**config.mk**
```make
export PLATFORM = sky130hd
export DESIGN_NAME = arabic_contextual_shaper_flat
export DESIGN_NICKNAME = d
export VERILOG_FILES = /design/src/acs_pkg.sv /design/src/acs_ifs.sv /design/src/arabic_contextual_shaper.sv /design/src/acs_front.sv /design/src/acs_queue.sv /design/src/acs_back.sv /design/src/flat_wrapper.sv
export SDC_FILE = /design/constraint.sdc
export NUM_CORES = 1
export LEC_CHECK = 0
export BUFFER_PORTS_ARGS = -buffer_cell sky130_fd_sc_hd__buf_2
export CORE_UTILIZATION = 40
export DETAILED_ROUTE_END_ITERATION = 12
export PLACE_DENSITY_LB_ADDON = 0.12
export SKIP_LAST_GASP = 1
export SLEW_MARGIN = 20
export SYNTH_ARGS = -nofsm -noshare
export SYNTH_HDL_FRONTEND = slang
export SYNTH_SLANG_ARGS = --single-unit
```
**constraint.sdc**
```tcl
create_clock -name clk -period 4.5 [get_ports clk]
set_input_delay 0 -clock clk [delete_from_list [all_inputs] [get_ports clk]]
set_output_delay 0 -clock clk [all_outputs]
set_load 0.02 [all_outputs]
```
**src/acs_pkg.sv**
```systemverilog
// shared types, constants and shaping functions for the arabic contextual shaper
`default_nettype none

package acs_pkg;

  localparam int CP_W   = 21;
  localparam int FORM_W = 16;

  // range of code points that may be shaped
  localparam logic [CP_W-1:0] LETTER_FIRST = 21'h00_0622;
  localparam logic [CP_W-1:0] LETTER_LAST  = 21'h00_064A;

  // alef maqsura has its own initial and medial forms
  localparam logic [FORM_W-1:0] MAQSURA_ISO  = 16'hFEEF;
  localparam logic [FORM_W-1:0] MAQSURA_INIT = 16'hFBE8;

  // context offsets from the isolated form
  localparam logic [1:0] CTX_ISOLATED = 2'd0;
  localparam logic [1:0] CTX_FINAL    = 2'd1;
  localparam logic [1:0] CTX_INITIAL  = 2'd2;
  localparam logic [1:0] CTX_MEDIAL   = 2'd3;

  // isolated form for U+0622..U+064A, zero where the code point is not shaped
  localparam logic [FORM_W-1:0] ISO_TABLE [0:40] = '{
    16'hFE81, 16'h0000, 16'h0000, 16'h0000, 16'h0000, 16'hFE8D, 16'hFE8F, 16'hFE93,
    16'hFE95, 16'hFE99, 16'hFE9D, 16'hFEA1, 16'hFEA5, 16'hFEA9, 16'hFEAB, 16'hFEAD,
    16'hFEAF, 16'hFEB1, 16'hFEB5, 16'hFEB9, 16'hFEBD, 16'hFEC1, 16'hFEC5, 16'hFEC9,
    16'hFECD, 16'h0000, 16'h0000, 16'h0000, 16'h0000, 16'h0000, 16'h0000, 16'hFED1,
    16'hFED5, 16'hFED9, 16'hFEDD, 16'hFEE1, 16'hFEE5, 16'hFEE9, 16'hFEED, 16'hFEEF,
    16'hFEF1
  };

  // one queued item: one or two glyphs
  typedef struct packed {
    logic [CP_W-1:0] glyph0;
    logic [CP_W-1:0] glyph1;
    logic            two_beats;
    logic            eot;
  } acs_entry_t;

  // front to queue write side
  typedef struct packed {
    logic       push;
    acs_entry_t entry;
  } acs_qwr_t;

  // queue status toward both sides
  typedef struct packed {
    logic not_empty;
    logic full;
  } acs_qstat_t;

  function automatic logic [FORM_W-1:0] to_iso(input logic [CP_W-1:0] cp);
    logic [CP_W-1:0]   off;
    logic [FORM_W-1:0] res;
    off = cp - LETTER_FIRST;
    if (cp < LETTER_FIRST || cp > LETTER_LAST) begin
      res = '0;
    end else begin
      res = ISO_TABLE[off[5:0]];
    end
    return res;
  endfunction

  function automatic logic is_right_joining(input logic [FORM_W-1:0] iso);
    return iso inside {16'hFE81, 16'hFE8D, 16'hFEA9, 16'hFEAB,
                       16'hFEAD, 16'hFEAF, 16'hFEED, 16'hFE93};
  endfunction

  function automatic logic [FORM_W-1:0] shape(input logic [FORM_W-1:0] iso,
                                              input logic [1:0] ctx);
    logic [FORM_W-1:0] res;
    if (iso == MAQSURA_ISO && (ctx == CTX_INITIAL || ctx == CTX_MEDIAL)) begin
      res = MAQSURA_INIT + {{(FORM_W-1){1'b0}}, ctx[0]};
    end else begin
      res = iso + {{(FORM_W-2){1'b0}}, ctx};
    end
    return res;
  endfunction

endpackage

`default_nettype wire

```
**src/acs_ifs.sv**
```systemverilog
// valid/ready channel interfaces for code points in and glyphs out
`default_nettype none

interface acs_in_if import acs_pkg::*; ();
  logic            valid;
  logic            ready;
  logic [CP_W-1:0] code_point;
  logic            end_of_text;

  modport source (output valid, output code_point, output end_of_text, input ready);
  modport sink   (input valid, input code_point, input end_of_text, output ready);
endinterface

interface acs_out_if import acs_pkg::*; ();
  logic            valid;
  logic            ready;
  logic [CP_W-1:0] glyph;
  logic            last_of_item;
  logic            text_done;

  modport source (output valid, output glyph, output last_of_item, output text_done,
                  input ready);
  modport sink   (input valid, input glyph, input last_of_item, input text_done,
                  output ready);
endinterface

`default_nettype wire

```
**src/arabic_contextual_shaper.sv**
```systemverilog
// top level of the arabic contextual shaper: front end, item queue, output side
//
//   channel  dir  handshake          beat
//   in_s     in   valid/ready        code_point, end_of_text
//   out_m    out  valid/ready        glyph, last_of_item, text_done
//
// an item is taken every cycle while the queue has room; the item is classified
// and its held letter resolved in the cycle it is accepted
// the single output register gives one glyph a cycle while the receiver is ready,
// so an item that releases two glyphs gives two beats; a held letter alone gives none
// the queue of QUEUE_DEPTH entries lets input and output stall on their own
// synchronous active-low reset clears the held letter, queue and output valid
`default_nettype none

module arabic_contextual_shaper import acs_pkg::*; #(
  parameter int QUEUE_DEPTH = 4
) (
  input  wire logic clk,
  input  wire logic rst_n,
  acs_in_if.sink    in_s,
  acs_out_if.source out_m
);

  acs_qwr_t   qwr;
  acs_qstat_t qstat;
  acs_entry_t head;
  logic       pop;

  // classify and hold
  acs_front u_front (
    .clk   (clk),
    .rst_n (rst_n),
    .in_s  (in_s),
    .qstat (qstat),
    .qwr   (qwr)
  );

  // decoupling queue
  acs_queue #(
    .DEPTH (QUEUE_DEPTH)
  ) u_queue (
    .clk   (clk),
    .rst_n (rst_n),
    .qwr   (qwr),
    .pop   (pop),
    .head  (head),
    .qstat (qstat)
  );

  // glyph beats out
  acs_back u_back (
    .clk   (clk),
    .rst_n (rst_n),
    .head  (head),
    .qstat (qstat),
    .pop   (pop),
    .out_m (out_m)
  );

endmodule

`default_nettype wire

```
**src/acs_front.sv**
```systemverilog
// front end: classifies each code point, tracks the held letter, builds queue entries
`default_nettype none

module acs_front import acs_pkg::*; (
  input  wire logic       clk,
  input  wire logic       rst_n,
  acs_in_if.sink          in_s,
  input  wire acs_qstat_t qstat,
  output acs_qwr_t        qwr
);

  logic [FORM_W-1:0] held_letter_r, held_letter_nxt;
  logic              held_valid_r, held_valid_nxt;
  logic              held_starts_r, held_starts_nxt;

  logic              accept;
  logic [FORM_W-1:0] iso;
  logic              is_letter;
  logic              is_dual;
  logic [FORM_W-1:0] rel_end;
  logic [FORM_W-1:0] rel_join;
  logic [CP_W-1:0]   cur_glyph;

  assign in_s.ready = !qstat.full;
  assign accept     = in_s.valid && in_s.ready;

  // classify the incoming code point
  always_comb begin
    iso       = to_iso(in_s.code_point);
    is_letter = (iso != '0);
    is_dual   = is_letter && !is_right_joining(iso);
    rel_end   = shape(held_letter_r, held_starts_r ? CTX_ISOLATED : CTX_FINAL);
    rel_join  = shape(held_letter_r, held_starts_r ? CTX_INITIAL : CTX_MEDIAL);
    cur_glyph = is_letter ?
                {{(CP_W-FORM_W){1'b0}}, shape(iso, held_valid_r ? CTX_FINAL : CTX_ISOLATED)} :
                in_s.code_point;
  end

  // queue entry: released held letter first, then the current glyph
  always_comb begin
    qwr.push            = accept && (held_valid_r || !is_dual || in_s.end_of_text);
    qwr.entry.two_beats = held_valid_r && (!is_dual || in_s.end_of_text);
    qwr.entry.eot       = in_s.end_of_text;
    qwr.entry.glyph1    = cur_glyph;
    if (held_valid_r) begin
      qwr.entry.glyph0 = {{(CP_W-FORM_W){1'b0}}, is_letter ? rel_join : rel_end};
    end else begin
      qwr.entry.glyph0 = cur_glyph;
    end
  end

  // held letter update
  always_comb begin
    held_letter_nxt = held_letter_r;
    held_valid_nxt  = held_valid_r;
    held_starts_nxt = held_starts_r;
    if (accept) begin
      if (is_dual && !in_s.end_of_text) begin
        held_letter_nxt = iso;
        held_valid_nxt  = 1'b1;
        held_starts_nxt = !held_valid_r;
      end else begin
        held_letter_nxt = '0;
        held_valid_nxt  = 1'b0;
        held_starts_nxt = 1'b0;
      end
    end
  end

  always_ff @(posedge clk) begin
    if (!rst_n) begin
      held_letter_r <= '0;
      held_valid_r  <= 1'b0;
      held_starts_r <= 1'b0;
    end else begin
      held_letter_r <= held_letter_nxt;
      held_valid_r  <= held_valid_nxt;
      held_starts_r <= held_starts_nxt;
    end
  end

`ifndef ASSERT_OFF
  // the end of a text always leaves nothing held
  a_eot_clears: assert property (@(posedge clk) disable iff (!rst_n)
    accept && in_s.end_of_text |=> !held_valid_r)
    else $error("letter still held after end of text");

  // a beat that ends a text is always pushed
  a_eot_pushes: assert property (@(posedge clk) disable iff (!rst_n)
    accept && in_s.end_of_text |-> qwr.push)
    else $error("end of text gave no queue entry");
`endif

endmodule

`default_nettype wire

```
**src/acs_queue.sv**
```systemverilog
// short queue of shaped items between front end and output side
`default_nettype none

module acs_queue import acs_pkg::*; #(
  parameter int DEPTH = 4
) (
  input  wire logic     clk,
  input  wire logic     rst_n,
  input  wire acs_qwr_t qwr,
  input  wire logic     pop,
  output acs_entry_t    head,
  output acs_qstat_t    qstat
);

  localparam int PTR_W = (DEPTH > 1) ? $clog2(DEPTH) : 1;
  localparam int CNT_W = $clog2(DEPTH + 1);
  localparam logic [PTR_W-1:0] LAST_PTR = PTR_W'(DEPTH - 1);
  localparam logic [CNT_W-1:0] FULL_CNT = CNT_W'(DEPTH);

  acs_entry_t       entries_r [DEPTH];
  logic [PTR_W-1:0] wr_ptr_r, wr_ptr_nxt;
  logic [PTR_W-1:0] rd_ptr_r, rd_ptr_nxt;
  logic [CNT_W-1:0] count_r, count_nxt;
  logic             do_pop;

  assign qstat.not_empty = (count_r != '0);
  assign qstat.full      = (count_r == FULL_CNT);
  assign head            = entries_r[rd_ptr_r];
  assign do_pop          = pop && qstat.not_empty;

  // pointer and fill count
  always_comb begin
    wr_ptr_nxt = wr_ptr_r;
    rd_ptr_nxt = rd_ptr_r;
    count_nxt  = count_r;
    if (qwr.push) begin
      wr_ptr_nxt = (wr_ptr_r == LAST_PTR) ? '0 : wr_ptr_r + 1'b1;
    end
    if (do_pop) begin
      rd_ptr_nxt = (rd_ptr_r == LAST_PTR) ? '0 : rd_ptr_r + 1'b1;
    end
    if (qwr.push && !do_pop) begin
      count_nxt = count_r + 1'b1;
    end else if (!qwr.push && do_pop) begin
      count_nxt = count_r - 1'b1;
    end
  end

  always_ff @(posedge clk) begin
    if (!rst_n) begin
      wr_ptr_r <= '0;
      rd_ptr_r <= '0;
      count_r  <= '0;
    end else begin
      wr_ptr_r <= wr_ptr_nxt;
      rd_ptr_r <= rd_ptr_nxt;
      count_r  <= count_nxt;
    end
  end

  // entry storage
  always_ff @(posedge clk) begin
    if (qwr.push) begin
      entries_r[wr_ptr_r] <= qwr.entry;
    end
  end

`ifndef ASSERT_OFF
  // fill count stays within the depth
  a_count_bound: assert property (@(posedge clk) disable iff (!rst_n)
    count_r <= FULL_CNT)
    else $error("queue count beyond depth");

  // front end never writes into a full queue
  a_no_overflow: assert property (@(posedge clk) disable iff (!rst_n)
    !(qwr.push && qstat.full))
    else $error("push into full queue");
`endif

endmodule

`default_nettype wire

```
**src/acs_back.sv**
```systemverilog
// output side: splits queued items into glyph beats behind an output register
`default_nettype none

module acs_back import acs_pkg::*; (
  input  wire logic       clk,
  input  wire logic       rst_n,
  input  wire acs_entry_t head,
  input  wire acs_qstat_t qstat,
  output logic            pop,
  acs_out_if.source       out_m
);

  logic            out_valid_r, out_valid_nxt;
  logic            phase_r, phase_nxt;
  logic [CP_W-1:0] glyph_r;
  logic            last_r;
  logic            done_r;
  logic            load;
  logic            beat_last;

  assign out_m.valid        = out_valid_r;
  assign out_m.glyph        = glyph_r;
  assign out_m.last_of_item = last_r;
  assign out_m.text_done    = done_r;

  // load the next beat when the output register is free or draining
  always_comb begin
    load          = qstat.not_empty && (!out_valid_r || out_m.ready);
    beat_last     = phase_r || !head.two_beats;
    pop           = load && beat_last;
    phase_nxt     = load ? !beat_last : phase_r;
    out_valid_nxt = load ? 1'b1 : (out_m.ready ? 1'b0 : out_valid_r);
  end

  always_ff @(posedge clk) begin
    if (!rst_n) begin
      out_valid_r <= 1'b0;
      phase_r     <= 1'b0;
    end else begin
      out_valid_r <= out_valid_nxt;
      phase_r     <= phase_nxt;
    end
  end

  // beat payload
  always_ff @(posedge clk) begin
    if (load) begin
      glyph_r <= phase_r ? head.glyph1 : head.glyph0;
      last_r  <= beat_last;
      done_r  <= head.eot && beat_last;
    end
  end

`ifndef ASSERT_OFF
  // second beat pending means its entry is still queued
  a_phase_has_entry: assert property (@(posedge clk) disable iff (!rst_n)
    phase_r |-> qstat.not_empty)
    else $error("second beat pending with empty queue");

  // text end only on the closing beat of an item
  a_done_is_last: assert property (@(posedge clk) disable iff (!rst_n)
    out_valid_r && done_r |-> last_r)
    else $error("text_done without last_of_item");
`endif

endmodule

`default_nettype wire

```
**src/flat_wrapper.sv**
```systemverilog
// flat-port wrapper written by rule: the top's interface ports become plain ports
module arabic_contextual_shaper_flat import acs_pkg::*;
#(
  parameter int QUEUE_DEPTH = 4
)
  (clk, rst_n, in_s_valid, in_s_code_point, in_s_end_of_text, in_s_ready, out_m_valid, out_m_glyph, out_m_last_of_item, out_m_text_done, out_m_ready);
  acs_in_if in_s_i ();
  acs_out_if out_m_i ();
  input  wire logic clk;
  input  wire logic rst_n;
  input wire logic [$bits(in_s_i.valid)-1:0] in_s_valid;
  input wire logic [$bits(in_s_i.code_point)-1:0] in_s_code_point;
  input wire logic [$bits(in_s_i.end_of_text)-1:0] in_s_end_of_text;
  output wire logic [$bits(in_s_i.ready)-1:0] in_s_ready;
  output wire logic [$bits(out_m_i.valid)-1:0] out_m_valid;
  output wire logic [$bits(out_m_i.glyph)-1:0] out_m_glyph;
  output wire logic [$bits(out_m_i.last_of_item)-1:0] out_m_last_of_item;
  output wire logic [$bits(out_m_i.text_done)-1:0] out_m_text_done;
  input wire logic [$bits(out_m_i.ready)-1:0] out_m_ready;
  assign in_s_i.valid = in_s_valid;
  assign in_s_i.code_point = in_s_code_point;
  assign in_s_i.end_of_text = in_s_end_of_text;
  assign in_s_ready = in_s_i.ready;
  assign out_m_valid = out_m_i.valid;
  assign out_m_glyph = out_m_i.glyph;
  assign out_m_last_of_item = out_m_i.last_of_item;
  assign out_m_text_done = out_m_i.text_done;
  assign out_m_i.ready = out_m_ready;
  arabic_contextual_shaper #(.QUEUE_DEPTH(QUEUE_DEPTH)) u_core (.clk(clk), .rst_n(rst_n), .in_s(in_s_i), .out_m(out_m_i));
endmodule
```
-- Yosys cells after proc, flatten, opt, wreduce, memory -nomap -nowiden
Memory sizes are Yosys's and may differ from the RTL's. A register that Yosys moved wholly into a read port is not among the register bits.
Index checks and enable logic that the tools add are counted.
- muxes and demuxes: 26
- bitwise logic cells: 1
- order comparisons: 3
- reduce and logical (&&, ||, !) cells: 38
- equal/unequal tests: 19
- $add $sub $neg: 11
- operator list (cell ; number):
    16-bit == test (second input constant) ; 10
    16-bit 2-to-1 mux ; 8
    21-bit 2-to-1 mux ; 3
    12-bit by 2-bit adder with 13-bit output (first input constant) ; 3
    16-bit by 1-bit adder with 16-bit output ; 2
    21-bit by 11-bit greater-than comparator with 1-bit output (second input constant) ; 1
    21-bit by 11-bit < comparator with 1-bit output (second input constant) ; 1
    16-bit by 2-bit adder with 16-bit output ; 1
    16-bit nonzero test ; 1
    1-bit logical AND ; 14
    1-bit zero test ; 10
    1-bit logical OR ; 9
    1-bit 2-to-1 mux ; 9
    1-bit by 2-bit == test with 1-bit output (second input constant) ; 4
    2-bit == test (second input constant) ; 4
    2-bit 2-to-1 mux ; 4
    8-bit nonzero test ; 1
    7-bit >= comparator (second input constant) ; 1
    6-bit inverter with 7-bit output ; 1
    3-bit 2-to-1 mux ; 2
    6-bit subtractor (second input constant) ; 1
    2-bit by 1-bit adder with 2-bit output (second input constant) ; 2
    2-bit nonzero test ; 2
    3-bit by 1-bit adder with 3-bit output (second input constant) ; 1
    other kinds (3) ; 3
- memory bits (read-only): 1024
- flip-flop bits (word level): 50
- word-level logic and storage cells: 111
- memories: 2
- output and inout port bits: 25
- RAM bits: 176
- memory list (name ; depth ; bits a word ; read ports ; clocked after memory_dff ; write ports ; line ; text):
    (no name shown) ; 64 ; 16 ; 1 ; 0 ; 0 ; acs_pkg.sv:60 ; res = ISO_TABLE[off[5:0]];
    u_core.u_queue.entries_r ; 4 ; 44 ; 1 ; 1 ; 1 ; acs_queue.sv:20 ; acs_entry_t entries_r [DEPTH];

-- Logic depth before layout (Yosys ltp)
Gate-level depths: netlist of run 1.
- word-level depth: 18
- mapped depth: 21
- mapped depth without buffers: 18

-- Hierarchy
A second synthesis of run 1 with hierarchy kept.
- cells, all modules: 666
- area total of the unflattened synthesis: 10152.2 sq um
- modules (own cells, without submodules) (module ; sequential area each (sq um) ; instances ; area an instance (sq um) ; cells an instance):
    acs_queue ; 5465.2 ; 1 ; 6866.6 ; 276
    acs_front ; 180.2 ; 1 ; 2233.4 ; 330
    acs_back ; 730.7 ; 1 ; 1052.3 ; 60

-- Least setup slack after synthesis of run 1
No wires, ideal clock.
- path type: input-to-reg
- from: input port in_s_code_point[2]
- to: memory u_core.u_queue.entries_r[0][0] (netlist bit), enable pin
- required time: 4054 ps
- data arrival time: 4218 ps
- slack: -163 ps
- cell stages on the path: 13
- library setup time: 446 ps
- path through: buf_6 inv_1 ha_1 buf_2 o21ai_1 a2bb2oi_1 o221ai_1 a311o_1 nor4_1 o21ai_1 a21oi_2 o31ai_4 nor2_1
- word-level cells in the longest chain between the ends: 16
- ends and longest elaborated chain (what ; line ; text):
    from (decl) ; flat_wrapper.sv:12 ; input wire logic [$bits(in_s_i.code_point)-1:0] in_s_code_point;
    6-bit subtractor ; acs_pkg.sv:56 ; off = cp - LETTER_FIRST;
    6-bit inverter with 7-bit output (not written as such) ; acs_pkg.sv:60 ;
    memory 64 x 16 bit ; - ;
    16-bit 2-to-1 mux (not written as such) (2 in a row) ; acs_pkg.sv:60 ;
    16-bit 2-to-1 mux * ; acs_pkg.sv:57 ; if (cp < LETTER_FIRST || cp > LETTER_LAST) begin
    16-bit == test ; acs_pkg.sv:66 ; return iso inside {16'hFE81, 16'hFE8D, 16'hFEA9, 16'hFEAB,
    8-bit nonzero test ; acs_pkg.sv:66 ;
    1-bit zero test ; acs_front.sv:31 ; is_dual = is_letter && !is_right_joining(iso);
    1-bit logical AND * ; acs_front.sv:31 ;
    1-bit zero test * ; acs_front.sv:41 ; qwr.push = accept && (held_valid_r || !is_dual || in_s.end_of_text);
    1-bit logical OR * (2 in a row) ; acs_front.sv:41 ;
    1-bit logical AND * ; acs_front.sv:41 ;
    1-bit 2-to-1 mux * ; acs_queue.sv:63 ; if (qwr.push) begin
    1-bit 2-to-1 mux (not written as such) * ; acs_queue.sv:64 ; entries_r[wr_ptr_r] <= qwr.entry;
    to (decl) ; acs_queue.sv:20 ;
Mark *: on every way between the ends. The rest lies on a longest branch, timed or not. The select of a mux whose other input is x is not followed.

==> results.json, run 1 <==
{
  "postSynthCellCount": 629,
  "fmax_ghz": 0.245,
  "avgSynthCellArea_um2": 15.7,
  "drtIter0Drc": 360,
  "outcome": "complete, no violations",
  "ys_seq_area_share_pct": 64.6,
  "grt_pass1_vias": 5935,
  "setup_viol": 0,
  "multi_input_area_um2": 3290,
  "min_period_ps": 4070,
  "ys_types": 75,
  "start_util_pct": 40.7,
  "ys.flop_type": "edfxtp_1",
  "cts_buffers": 24,
  "finalClockSkew_ps": 7.31,
  "max-cap-violations": 0,
  "post_drt_wl_per_cell_um": 20.1,
  "clock_insertion_delay_worst_skew_ps": 510,
  "fill_cells": 2143,
  "critPathCaptureType": "register",
  "p_int_w": 0.00434,
  "clock-sinks": 219,
  "routed_wirelength_mm": 20.9,
  "vias_per_cell": 5.39,
  "fin_area_um2": 11500,
  "floorplan.die.height_um": 159,
  "worstPathRequired_ps": 4930,
  "slew_headroom_pct": 37.9,
  "netlist_area_um2": 9870,
  "clkPwrFrac_pct": 29.4,
  "ys_seq_elements": 219,
  "syn_to_final_growth_pct": 16.3,
  "ff_latch_area_um2": 6380,
  "place_congestion": 0.843,
  "fp.dieArea_um2": 25300,
  "grt_max_degree": 45,
  "die_w_um": 159,
  "clock_path_buffers": 3,
  "power.density_nw_per_um2": 523,
  "switching_share_pct": 27.9,
  "p_sw_w": 0.00168,
  "root_buffer": "clkbuf_16",
  "combPwrFrac_pct": 25.2,
  "fin_cells": 1043,
  "tightest_slew_ps": 931,
  "cts_resized": 0,
  "placed_cell_area_um2": 10600,
  "pin_count": 51,
  "timing.final.crit_share_pct": 90.5,
  "whs_ps": 22.8,
  "whs_path_depth": 2,
  "rows": 57,
  "antenna_found_initial": 0,
  "drtPass1Iterations": 5,
  "drc": 0,
  "startpoint_type": "input port",
  "core_um2": 24200,
  "r2r_cells": 11,
  "grt_pass1_wl_mm": 33.1,
  "place_hpwl_mm": 13.0,
  "nets": 751,
  "antenna_cells": 0,
  "max-vdd-ir-drop_v": 0.000515,
  "io_buffer_count": 50,
  "syn_nets": 675,
  "slew_violations": 0,
  "async_reset_ff_share_pct": 0,
  "clk_pin_slew_ps": 50,
  "yosys_warnings": 0,
  "hp-class": "input port to register",
  "hold_viol_final": 0,
  "ant_nets": 0,
  "tritoncts": "yes",
  "power_frac_seq_pct": 45.3,
  "grt_use_total_pct": 16.9,
  "overflow": 0,
  "cts_max_level": 1,
  "p_leak_nw": 3.86,
  "arrival_ps": 4510,
  "synth_edf_count": 199,
  "drive_above_1_share_pct": 25.6,
  "placedCellCount": 983,
  "critPathMaxFanout": 8,
  "rsz0062_at_grt": "false",
  "vias": 5626,
  "crit_type": "input port to register",
  "fin_util_pct": 47.4
}
-- power by group through the flow --
stage	clock, W	combinational, W	sequential (W)
finish	0.00177	0.00152	0.00273
global route	0.00188	0.00166	0.00276
CTS	0.00182	0.00156	0.00273
detailed placement	0	0.00154	0.00277
global placement	0	0.00152	0.00276
floorplan	0	0.000964	0.00288
-- sequential cells by signal (all words and copies together) (netlist names), named ones only --
signal                            flops
u_core.u_back.out_m.glyph            21
u_core.u_back.out_m.last_of_item      1
u_core.u_back.out_m.text_done         1
u_core.u_back.out_m.valid             1
u_core.u_back.phase_r                 1
u_core.u_front.held_letter_r          7
u_core.u_front.held_starts_r          1
u_core.u_front.held_valid_r           1
u_core.u_queue.count_r                3
u_core.u_queue.entries_r            176
u_core.u_queue.rd_ptr_r               2
u_core.u_queue.wr_ptr_r               2
-- routing by layer --
metal	global-route usage (%)	share of wire (%)	vias up	wire length, um
met5	0	0	-	0
met4	3.76	1.7	0	361
met3	2.19	3.4	27	719
met2	28.2	48	125	10100
met1	23.5	46	2867	9710
li1	-	-	2607	-
-- layout by cell type, fill, tap and decap left out, types with 10 or more instances in the layout --
cell	n
inv_1	25
ha_1	19
buf_2	50
buf_4	11
edfxtp_1	199
a21oi_1	13
and2_1	14
mux4_2	44
o21ai_0	10
clkbuf_16	24
nor2_1	20
nor4_1	10
nand2_1	30
dlygate4sd3_1	20
nand2b_1	18
mux2_2	22
nor2b_1	13
dfxtp_1	17
-- kinds of logic (layout without fill, tap and decap cells) --
logic type                 count (synthesis)  count (layout)  share of synthesized area, %
and+or+nand+nor                          155             155                          8.79
muxes                                     74              74                          13.4
AOI/OAI and AO/OA                         87              87                          6.97
DFF                                      219             219                          64.6
buffers and inverters                     61             151                          2.55
xor gates and xnor gates                  13              13                          1.15
adders and majority gates                 20              20                          2.61
-- through the flow --
| step | total power, W | setup slack (ps) | setup TNS [ps] |
|---|---|---|---|
| after CTS | 0.00611 | 438 | 0 |
| after global placement | 0.00428 | 323 | 0 |
| final | 0.00601 | 426 | 0 |
| after floorplan | 0.00384 | -163 | -28730 |
| after detailed placement | 0.00431 | 172 | 0 |
| after global routing | 0.00630 | 211 | 0 |
-- worst max-delay path: stages --
cell and delay, ps:
dlygate4sd3_1 530, buf_2 160, nor4bb_1 410, buf_4 190, nand4_1 290, a21o_1 340
a311o_1 390, nor4_1 290, o21ai_1 120, a21oi_2 220, o31ai_4 170, inv_1 110
ha_1 180, inv_1 60, fa_1 370, xor2_1 190, or3_1 320, a21boi_0 170
-- layout make-up --
class                      instances  area share, %
multi-input combinational        349           28.6
inverter                          26          0.850
timing repair buffer              85           5.34
clock inverter                     8          0.632
tap                              324           3.53
clock buffer                      32           5.49
sequential                       219           55.5
-- cell usage after synthesis, drive strengths merged (2+ instances only) --
| master | instances | area share [%] |
|---|---|---|
| edfxtp | 199 | 61 |
| mux4 | 44 | 10 |
| nand2 | 30 | 1.1 |
| inv | 26 | 0.99 |
| nor2 | 25 | 0.98 |
| clkbuf | 24 | 0.91 |
| mux2 | 22 | 2.5 |
| dfxtp | 20 | 4.1 |
| ha | 19 | 2.4 |
| nand2b | 18 | 1.1 |
| o21ai | 17 | 0.90 |
| a21oi | 15 | 0.80 |
| and2 | 14 | 0.89 |
| nor2b | 13 | 0.82 |
| buf | 11 | 0.65 |
| nor4 | 10 | 0.63 |
| nand3 | 9 | 0.51 |
| o31ai | 9 | 1.1 |
| mux2i | 8 | 0.81 |
| nor3 | 8 | 0.41 |
| o21a | 8 | 0.61 |
| xnor2 | 8 | 0.71 |
| nand4 | 5 | 0.32 |
| or3 | 5 | 0.37 |
| xor2 | 5 | 0.44 |
| a21boi | 4 | 0.30 |
| a31oi | 4 | 0.41 |
| nor3b | 4 | 0.35 |
| a2111oi | 3 | 0.46 |
| o22ai | 3 | 0.19 |
| or4 | 3 | 0.27 |
| a211oi | 2 | 0.20 |
| a21o | 2 | 0.15 |
| a2bb2oi | 2 | 0.18 |
| a311o | 2 | 0.20 |
| and4 | 2 | 0.18 |
| o211ai | 2 | 0.15 |
| o221ai | 2 | 0.18 |
| o41ai | 2 | 0.18 |
| or2 | 2 | 0.15 |
-- path summary, 6_finish.rpt --
| check | start | end | slack, ps |
|---|---|---|---|
| setup reg to reg | u_core.u_queue.count_r[0] | u_core.u_queue.count_r[2] | 1740 |
| hold reg to reg | u_core.u_front.held_letter_r[5] | u_core.u_front.held_letter_r[5] | 490 |
| hold / removal | in_s_code_point[0] | u_core.u_queue.entries_r[2][2] | 20 |
| setup / recovery | in_s_code_point[8] | u_core.u_queue.count_r[2] | 430 |
-- what timing repair did --
item / in CTS / in global routing
hold buffers: 20 / 0
buffers inserted: 0 / 0
endpoints found under the hold margin: 128 / 0
Note: power is estimated with default switching activity, not from simulation.
==> inputs of run 2 (changes only) <==
CORE_MARGIN = 8   (was default)
==> run 2 against run 1 <==
Net effect:
- sequential power about the same
- cell area rose by 1.0%
- fmax up 0.77%
- critical endpoint unchanged
- count of clock-buffer cells in the layout down 2
- clock power grew 10%
- critical path depth rose by 2
- wire length rose by 1.7%
- worst setup slack better by 31 ps
- critical path type unchanged
- register-to-register slack worse by 20 ps
==> results.json, run 2 (same netlist as run 1, synthesis figures left out) <==
{
  "clk_pin_slew_ps": 60,
  "nets": 755,
  "post_cts_buffers": 0,
  "post_drt_wl_per_cell_um": 20.2,
  "cts_max_level": 1,
  "critPathMaxFanout": 6,
  "multi_input_area_um2": 3290,
  "setup_viol": 0,
  "largest_register_ff_count": 176,
  "arrival_ps": 4460,
  "start_util_pct": 40.7,
  "whs_ps": 54.8,
  "outcome": "complete, no violations",
  "routed_wirelength_mm": 21.3,
  "core_um2": 24200,
  "timing.final.crit_share_pct": 89.9,
  "tightest_slew_ps": 940,
  "cts_resized": 0,
  "die_w_um": 173,
  "grt_use_total_pct": 14.1,
  "fill_cells": 2135,
  "ant_nets": 0,
  "clock_insertion_delay_worst_skew_ps": 520,
  "overflow": 0,
  "worstPathRequired_ps": 4920,
  "final_common_cell": "edfxtp_1",
  "max-cap-violations": 0,
  "antenna_cells": 0,
  "ff_latch_area_um2": 6380,
  "pin_count": 51,
  "tns_ps": 0,
  "antenna_found_initial": 0,
  "vias_per_cell": 5.35,
  "place_hpwl_mm": 13.2,
  "max-vdd-ir-drop_v": 0.000626,
  "root_buffer": "clkbuf_16",
  "rows": 57,
  "tritoncts": "yes",
  "grt_pass1_vias": 6020,
  "grt_pass1_wl_mm": 33.9,
  "drtIter0Drc": 391,
  "cts_buffers": 24,
  "clock-sinks": 219,
  "min_period_ps": 4040,
  "crit_type": "input port to register",
  "hold_viol_final": 0,
  "slew_violations": 0,
  "syn_to_final_growth_pct": 17.5,
  "drc": 0,
  "crit_start": "in_s_code_point[0]",
  "place_congestion": 0.822,
  "io_buffer_count": 50,
  "finalClockSkew_ps": 22.5,
  "power.density_nw_per_um2": 535,
  "rsz0062_at_grt": "false",
  "cts_hold_buf": 21,
  "drive_above_1_share_pct": 26.5,
  "floorplan.die.height_um": 173,
  "r2r_start": "u_core.u_queue.count_r[0]",
  "layout_common_cells": "edfxtp_1, buf_2, mux4_2",
  "grt_max_degree": 45,
  "startpoint_type": "input port",
  "drtPass1Iterations": 6,
  "p_leak_nw": 3.92,
  "fin_util_pct": 47.8,
  "critPathCaptureType": "register",
  "slew_headroom_pct": 37.3,
  "vias": 5622,
  "worstHoldStart": "in_s_valid",
  "fp.dieArea_um2": 30000,
  "hp-class": "input port to register",
  "regMostFlops": "u_core.u_queue.entries_r",
  "fmax_ghz": 0.247,
  "clock_path_buffers": 3
}
-- run 2: cell count changes in the layout (fill, tap and decap cells not counted) --
cell / previous run / this run
buf_4: 11 / 14
clkbuf_1: 8 / 6
clkinv_2: 3 / 4
dlygate4sd3_1: 20 / 21
bufinv_16: 1 / 3
clkinvlp_4: 0 / 1
inv_6: 0 / 1
clkinv_4: 0 / 1
-- run 2: path summary, 6_finish.rpt --
check             cells past startpoint                               end  slack (ps)
hold / removal                        4  u_core.u_front.held_letter_r[14]          50
setup reg to reg                     11         u_core.u_queue.count_r[2]        1720
hold reg to reg                       2   u_core.u_front.held_letter_r[5]         490
setup / recovery                     20         u_core.u_queue.count_r[2]         460
-- run 2: where the power goes --
part	internal [W]	leakage (nW)	total, W	switching (W)
combinational	0.000703	1.53	0.00154	0.000834
sequential	0.00260	2.01	0.00273	0.000122
clock	0.00116	0.381	0.00195	0.000786
-- run 2: final cells by class --
cell class,instances,area share (%)
Clock inverter,14,1.40
Tap cell,324,3.49
Timing Repair Buffer,89,5.56
Sequential cell,219,55.0
Inverter,26,0.841
Multi-Input combinational cell,349,28.3
Clock buffer,30,5.37
-- run 2: stage by stage --
| step | instance area (um^2) | cells | power [W] | worst slack [ps] |
|---|---|---|---|---|
| after floorplan | 9870 | 629 | 0.00384 | -163 |
| after global placement | 10600 | 986 | 0.00430 | 431 |
| after detailed placement | 10600 | 986 | 0.00433 | 249 |
| after CTS | 11600 | 1051 | 0.00631 | 394 |
| after global routing | 11600 | 1051 | 0.00652 | 149 |
| final | 11600 | 1051 | 0.00621 | 457 |
-- run 2: per-layer routing --
layer  GRT usage (%)  share of wire (%)  vias to the layer above
met3            2.66                4.7                       29
met4            3.41                1.6                        0
met2            22.9                 47                      114
met1            19.3                 47                     2860
met5               0                  0                        -
li1                -                  -                     2619
-- run 2: worst max-delay path, stage by stage --
cell	delay [ps]
dlygate4sd3_1	530
buf_2	160
inv_1	120
ha_1	350
ha_1	280
o21ai_1	80
a2bb2oi_1	210
o221ai_1	180
a311o_1	480
nor4_1	290
o21ai_1	120
a21oi_2	220
o31ai_4	80
inv_1	70
ha_1	180
inv_1	60
fa_1	370
xor2_1	180
or3_1	310
a21boi_0	190
